==> config.mk <==
export PLATFORM = sky130hd
export DESIGN_NAME = sem_root
export DESIGN_NICKNAME = d
export VERILOG_FILES = /design/src/rtl/core/sem_pkg.sv /design/src/rtl/core/sem_root.sv
export SDC_FILE = /design/constraint.sdc
export NUM_CORES = 1
export LEC_CHECK = 0
export BUFFER_PORTS_ARGS = -buffer_cell sky130_fd_sc_hd__buf_4
export CAP_MARGIN = 20
export CORE_MARGIN = 10
export CORE_UTILIZATION = 60
export CTS_BUF_LIST = sky130_fd_sc_hd__clkbuf_8 sky130_fd_sc_hd__clkbuf_16
export DETAILED_ROUTE_END_ITERATION = 7
export GPL_TIMING_DRIVEN = 0
export MAX_ROUTING_LAYER = met4
export PLACE_DENSITY = 0.79
export SETUP_SLACK_MARGIN = 0.15
export SKIP_CTS_REPAIR_TIMING = 1
export SLEW_MARGIN = 10
export SYNTH_ARGS = -nofsm -noshare
export SYNTH_HDL_FRONTEND = slang
export SYNTH_SLANG_ARGS = --single-unit
==> constraint.sdc <==
create_clock -name clk -period 9.6 [get_ports clk]
set_input_delay 2.88 -clock clk [delete_from_list [all_inputs] [get_ports clk]]
set_output_delay 2.88 -clock clk [all_outputs]
set_load 0.01 [all_outputs]
==> src/rtl/core/sem_pkg.sv <==
// ---------------------------------------------------------------------------
// Sobel edge magnitude package
// Shared widths and constants for the RGB Sobel core.
// ---------------------------------------------------------------------------
package sem_pkg;
    localparam int MAX_WIDTH  = 2048;
    localparam int MAX_HEIGHT = 2048;
    localparam int AW = $clog2(MAX_WIDTH);
    localparam int HW = $clog2(MAX_HEIGHT + 1);
    localparam int CW = 12;
    localparam logic CFG_WIDTH  = 1'b0;
    localparam logic CFG_HEIGHT = 1'b1;
endpackage

==> src/rtl/core/sem_root.sv <==
// ---------------------------------------------------------------------------
// Rounded root unit
// Computes round(sqrt(gx^2+gy^2)) saturated at 255 for one channel, in
// nine pipeline stages: one square stage and eight restoring root steps.
// ---------------------------------------------------------------------------
module sem_root import sem_pkg::*;
(
    input  logic              clk,
    input  logic              rst_n,
    input  logic              en,
    input  logic signed [11:0] gx,
    input  logic signed [11:0] gy,
    output logic [7:0]        mag
);
    logic [21:0] s_reg [0:8];
    logic [8:0]  n_reg [0:8];
    logic        sat_reg [0:8];
    logic signed [21:0] gx_w, gy_w;
    logic [21:0] sum_next;
    logic [8:0]  t_next [1:8];
    logic [8:0]  fin;

    assign gx_w = 22'(gx);
    assign gy_w = 22'(gy);
    assign sum_next = gx_w * gx_w + gy_w * gy_w;

    always_comb
    begin
        for (int k = 1; k <= 8; k++)
            t_next[k] = n_reg[k-1] | (9'd1 << (8 - k));
    end

    always_ff @(posedge clk or negedge rst_n)
    begin
        if (!rst_n)
        begin
            for (int k = 0; k <= 8; k++)
            begin
                s_reg[k] <= '0;
                n_reg[k] <= '0;
                sat_reg[k] <= 1'b0;
            end
        end
        else if (en)
        begin
            s_reg[0] <= sum_next;
            n_reg[0] <= '0;
            sat_reg[0] <= (sum_next >= 22'd65281);
            for (int k = 1; k <= 8; k++)
            begin
                s_reg[k] <= s_reg[k-1];
                sat_reg[k] <= sat_reg[k-1];
                n_reg[k] <= ((22'(t_next[k]) * 22'(t_next[k])) <= s_reg[k-1]) ?
                            t_next[k] : n_reg[k-1];
            end
        end
    end

    always_comb
    begin
        fin = n_reg[8];
        if (s_reg[8] > (22'(fin) * 22'(fin)) + 22'(fin))
            fin = fin + 9'd1;
        if (sat_reg[8] || fin > 9'd255)
            mag = 8'd255;
        else
            mag = fin[7:0];
    end
endmodule

**After elaboration in Yosys (flattened, before gate mapping)**

Index checks and enable logic that the tools add are counted.

- Output and inout bits: 8
- RAM bits: 0
- Memory bits (read-only): 0
- Latch bits: 0
- Logic and storage cells: 61
- Register bits: 271
- Input port bits: 27
- Memories: 0

- Reductions and logical operators: 1
- Divide/modulo/power cells: 0
- Shift operators: 0
- Bitwise logic cells: 0
- $lt $le $gt $ge: 11
- Multipliers: 10
- Multiplexer cells: 10
- Add/subtract/negate cells: 3
- Equal/unequal tests: 0

Operator list:

| kind | count |
|---|---|
| <= comparator 18 x 22 -> 1 bit | 7 |
| multiplier 8 x 8 -> 16 bit | 8 |
| multiplier 12 x 12 -> 22 bit | 2 |
| adder 22 bit | 1 |
| >= comparator 22 x 16 -> 1 bit, second input constant | 1 |
| > comparator 22 bit | 1 |
| <= comparator 15 x 22 -> 1 bit, first input constant | 1 |
| adder 16 x 8 -> 17 bit | 1 |
| 2-to-1 mux 8 bit | 2 |
| adder 8 x 1 -> 9 bit, second input constant | 1 |
| > comparator 9 x 8 -> 1 bit, second input constant | 1 |
| 2-to-1 mux 9 bit | 1 |
| 2-to-1 mux 7 bit | 1 |
| 2-to-1 mux 6 bit | 1 |
| 2-to-1 mux 5 bit | 1 |
| 2-to-1 mux 4 bit | 1 |
| 2-to-1 mux 3 bit | 1 |
| 2-to-1 mux 2 bit | 1 |
| logical OR 1 bit | 1 |
| 2-to-1 mux 1 bit | 1 |

**Depth between registers and ports, before layout**

- Word-level depth: 7
- Depth in mapped cells: 32
- Gate-level depth less buffers: 30

**Worst setup path after synthesis**

No wires, ideal clock.

- Path kind: input to register
- From: input gy[11]
- To: register sat_reg[8] (netlist name)
- Stages on the path: 23
- Setup time: 0.141 ns
- Setup slack: 0.052 ns
- Arrival time: 9.407 ns
- Path buffers: 2
- Data required time: 9.459 ns
- Cell sequence: clkbuf_1 -> clkbuf_1 -> nand2_1 -> fa_1 -> inv_1 -> fa_1 -> inv_1 -> fa_1 -> inv_1 -> fa_1 -> inv_1 -> fa_1 -> fa_1 -> inv_1 -> fa_1 -> ha_1 -> a21o_1 -> a221oi_2 -> o21bai_1 -> a41o_1 -> o41ai_2 -> xor2_1 -> a41oi_1

- Cells in the longest elaborated chain, start to end: 3

RTL lines:

| item | line | source |
|---|---|---|
| start, declared | sem_root.sv:12 | `input logic signed [11:0] gy,` |
| multiplier 12 x 12 -> 22 bit | sem_root.sv:25 | `assign sum_next = gx_w * gx_w + gy_w * gy_w;` |
| adder 22 bit | sem_root.sv:25 |  |
| >= comparator 22 x 16 -> 1 bit | sem_root.sv:48 | `sat_reg[0] <= (sum_next >= 22'd65281);` |
| end signal, assigned by index | sem_root.sv:52 | `sat_reg[k] <= sat_reg[k-1];` |
| end, declared | sem_root.sv:17 | `logic sat_reg [0:8];` |

No other way between the ends.
A chain may end at the register's enable or synchronous reset.

**Final worst setup path**

- From: register n_reg[2] (netlist name)
- To: output mag[3]

- Cells in the longest elaborated chain, start to end: 7
- Elaborated cells between the ends (all ways): 8
- Those cells by class: add/sub (2); mul (1); order compare (2); mux (2); reduce/logical (1)

RTL lines:

| item | line | source |
|---|---|---|
| start, declared | sem_root.sv:16 | `logic [8:0] n_reg [0:8];` |
| start signal, assigned by index | sem_root.sv:53 | `n_reg[k] <= ((22'(t_next[k]) * 22'(t_next[k])) <= s_reg[k-1]) ?` |
| multiplier 8 x 8 -> 16 bit | sem_root.sv:62 | `if (s_reg[8] > (22'(fin) * 22'(fin)) + 22'(fin))` |
| adder 16 x 8 -> 17 bit | sem_root.sv:62 |  |
| > comparator 22 bit | sem_root.sv:62 |  |
| 2-to-1 mux 9 bit (*) | sem_root.sv:62 |  |
| > comparator 9 x 8 -> 1 bit | sem_root.sv:64 | `if (sat_reg[8] \|\| fin > 9'd255)` |
| logical OR 1 bit | sem_root.sv:64 |  |
| 2-to-1 mux 8 bit (*) | sem_root.sv:64 |  |
| end, declared | sem_root.sv:13 | `output logic [7:0] mag` |

Every way passes the cells marked *; elsewhere a longest branch is shown, timed or not.

==> impl_metrics.env <==
export IMPL_max_cap_violations=0
export IMPL_die_y_um=228
export IMPL_cts_buffer_depth=3
export IMPL_synthTopCellsByCount="484 x inv_1, 336 x fa_1, 299 x ha_1, 243 x dfrtp_1, 164 x mux2_2"
export IMPL_drtIter0Drc=1166
export IMPL_n_antenna_cell=0
export IMPL_final_area_um2=28700
export IMPL_io_pins=35
export IMPL_cts_sinks=243
export IMPL_routabilityCongestion=0.934
export IMPL_grt_setup_unrepaired="yes"
export IMPL_fin_skew_ps=16.3
export IMPL_synth_edf_count=0
export IMPL_violations="setup timing"
export IMPL_core_area_um2=43000
export IMPL_grt_use_total_pct=23.6
export IMPL_netlist_area_um2=26100
export IMPL_routed_wl_um=58900
export IMPL_post_drt_wl_per_cell_um=18.3
export IMPL_dr_pass1_iters=7
export IMPL_ys_ff_latch=243
export IMPL_vias=18053
export IMPL_post_route_drc_count=0
export IMPL_placedCellCount=3149
export IMPL_max_slew_margin_rel_pct=28.0
export IMPL_area_growth_pct=10.3
export IMPL_yosys_warnings=0
export IMPL_r2r_end="n_reg[0]"
export IMPL_worst_pin_slew_ps=1080
export IMPL_fin_setup_tns_ps=-2980
export IMPL_synth_main_ff_cell="dfrtp_1"
export IMPL_grt_start_max_net_pins=117
export IMPL_port_buffers=34
export IMPL_vias_per_cell=5.60
export IMPL_cp_startpoint="n_reg[2]"
export IMPL_worstSetupEndpoint="mag[3]"
export IMPL_cp_required_ps=6720
export IMPL_cts_root_buf="clkbuf_16"
export IMPL_placed_area_um2=27100
export IMPL_layout_setup_ws_ps=-440
export IMPL_synth_largest_area_cell="fa_1"
export IMPL_critical_path_startpoint_type="flip-flop"
export IMPL_final_cells=3226
export IMPL_fin_hold_ws_ps=486
export IMPL_ff2ff_setup_slack_ps=3570
export IMPL_syn_nets=3190
export IMPL_antenna_left=0
export IMPL_yosysMostFrequentCell="inv_1"
export IMPL_report_final_hold_viol_count=0
export IMPL_largest_reg_flops=198
export IMPL_synthCells=2528
export IMPL_min_period_over_period_pct=105
export IMPL_cts_tree="done"
export IMPL_initial_utilization_pct=60.6
export IMPL_min_period_ps=10040
export IMPL_status="complete, but fails checks"
export IMPL_dp_hpwl_um=47400
export IMPL_drv_slew=0
export IMPL_hold_class="reg2reg"
export IMPL_max_freq_mhz=99.6
export IMPL_synth_area_leaders="fa_1 26%, dfrtp_1 23%, ha_1 14%, mux2_2 7.1%, inv_1 7.0%"
export IMPL_synth_distinct_cells=68
export IMPL_drive_gt1_share_pct=15.3
export IMPL_die_area_um2=52200
export IMPL_overflow=0
export IMPL_insertion_delay_ps=530
export IMPL_grt_pass1_vias=19871
export IMPL_path_clk_slew_ps=60
export IMPL_final_net_count=3284
export IMPL_die_w_um=228
export IMPL_syn_avg_cell_area_um2=10.3
export IMPL_critical_path_class="reg2out"
export IMPL_cts_htree_levels=1
export IMPL_reg2reg_from="n_reg[11]"
export IMPL_postSynth_asyncResetShare_pct=100
export IMPL_std_cell_rows=76
export IMPL_setup_viol=8
export IMPL_ys_seq_area_share_pct=23.3
export IMPL_arrival_ps=7160
export IMPL_reg2regPathDepth=21
export IMPL_cp_max_fo=7
export IMPL_cp_end_kind="primary output"
export IMPL_grt_pass1_wl_um=98900
export IMPL_synth_top_area_share_pct=25.8
export IMPL_cts_made_buffers=25
export IMPL_grt_antenna_before_repair=0
-- routing by layer --
layer  part of all wire (%)  wire length, um  GRT usage (%)  vias up
met3                    4.7             2780           3.43      111
li1                       -                -              -     8290
met5                      0                0              -        -
met1                     41            24000           28.5     9203
met2                     52            30700           40.9      449
met4                    2.5             1500           6.37        0
-- layout make-up --
class                           count  area, um2
Multi-Input combinational cell   1725      18200
Fill cell                        3253      14200
Sequential cell                   243       6090
Inverter                          484       1830
Tap cell                          585        732
Clock buffer                       29        681
Timing Repair Buffer               77        647
Buffer                             66        310
Clock inverter                     17        229
-- cells in the final DEF, fill, tap and decap left out, types with 6 or more instances in the layout --
cell        count
nand2b_1       18
ha_4            7
clkbuf_1       49
inv_1         472
nor2_1         74
clkbuf_16      25
dfrtp_1       235
xor2_1         26
mux2_2        164
or2_2           7
o21a_1         16
o21ai_2         6
buf_6          12
clkinvlp_4      7
nor3_1         28
nor4_1          9
fa_2            6
a211oi_1        6
buf_4          65
fa_1          330
a21o_1         33
a21oi_1        49
inv_2           8
o21bai_1        6
nor2b_1        30
o211ai_1        6
dfrtp_2         8
buf_2           6
nor4b_1        10
nand3_1        15
o21ai_0        90
xnor2_1        92
nand2_1       153
ha_1          290
a31oi_1         9
nand4_1        20
and2_1        123
-- kinds of logic after synthesis --
kind of cell / share of synthesized area, %
flip-flops: 23.3
buffers and inverters: 8.09
adder cells (fa/ha/maj): 40.2
AO/OA/AOI/OAI: 6.53
multiplexers: 7.16
XOR/XNOR: 4.19
AND/OR/NAND/NOR: 10.5
-- critical path, stage by stage (launching register included) --
cell,delay [ps]
dfrtp_2,520
clkinvlp_4,250
nor2_4,220
ha_2,190
or2_4,110
fa_1,430
fa_1,570
inv_2,50
fa_1,490
inv_2,50
ha_4,290
nand2_2,60
o211ai_1,210
xor2_1,230
o211ai_1,190
nor2_2,230
nand2_2,130
nor3b_4,210
xnor2_1,100
ha_1,320
and4_4,160
a221o_1,380
a2111oi_4,370
o21ai_2,160
buf_4,180
a211o_2,280
o41a_1,120
buf_6,130
-- metrics by stage --
stage / util, % / setup slack (ps)
after global routing: 66.9 / -688
after global placement: 62.9 / -650
final: 66.9 / -440
after CTS: 65.2 / -1180
after floorplan: - / 196
after detailed placement: 63.1 / -773
-- worst min path at each step --
stage,startpoint,end,slack [ps],cells after the start
after floorplan,s_reg[122],s_reg[100],450,2
after global placement,s_reg[72],s_reg[50],470,2
after detailed placement,s_reg[124],s_reg[102],470,2
after CTS,s_reg[103],s_reg[81],490,2
after global routing,sat_reg[4],sat_reg[4],520,1
final,s_reg[124],s_reg[102],490,2
Power is not shown: default switching activity piles up to over one toggle a cycle in this logic, so the estimate is an artifact.
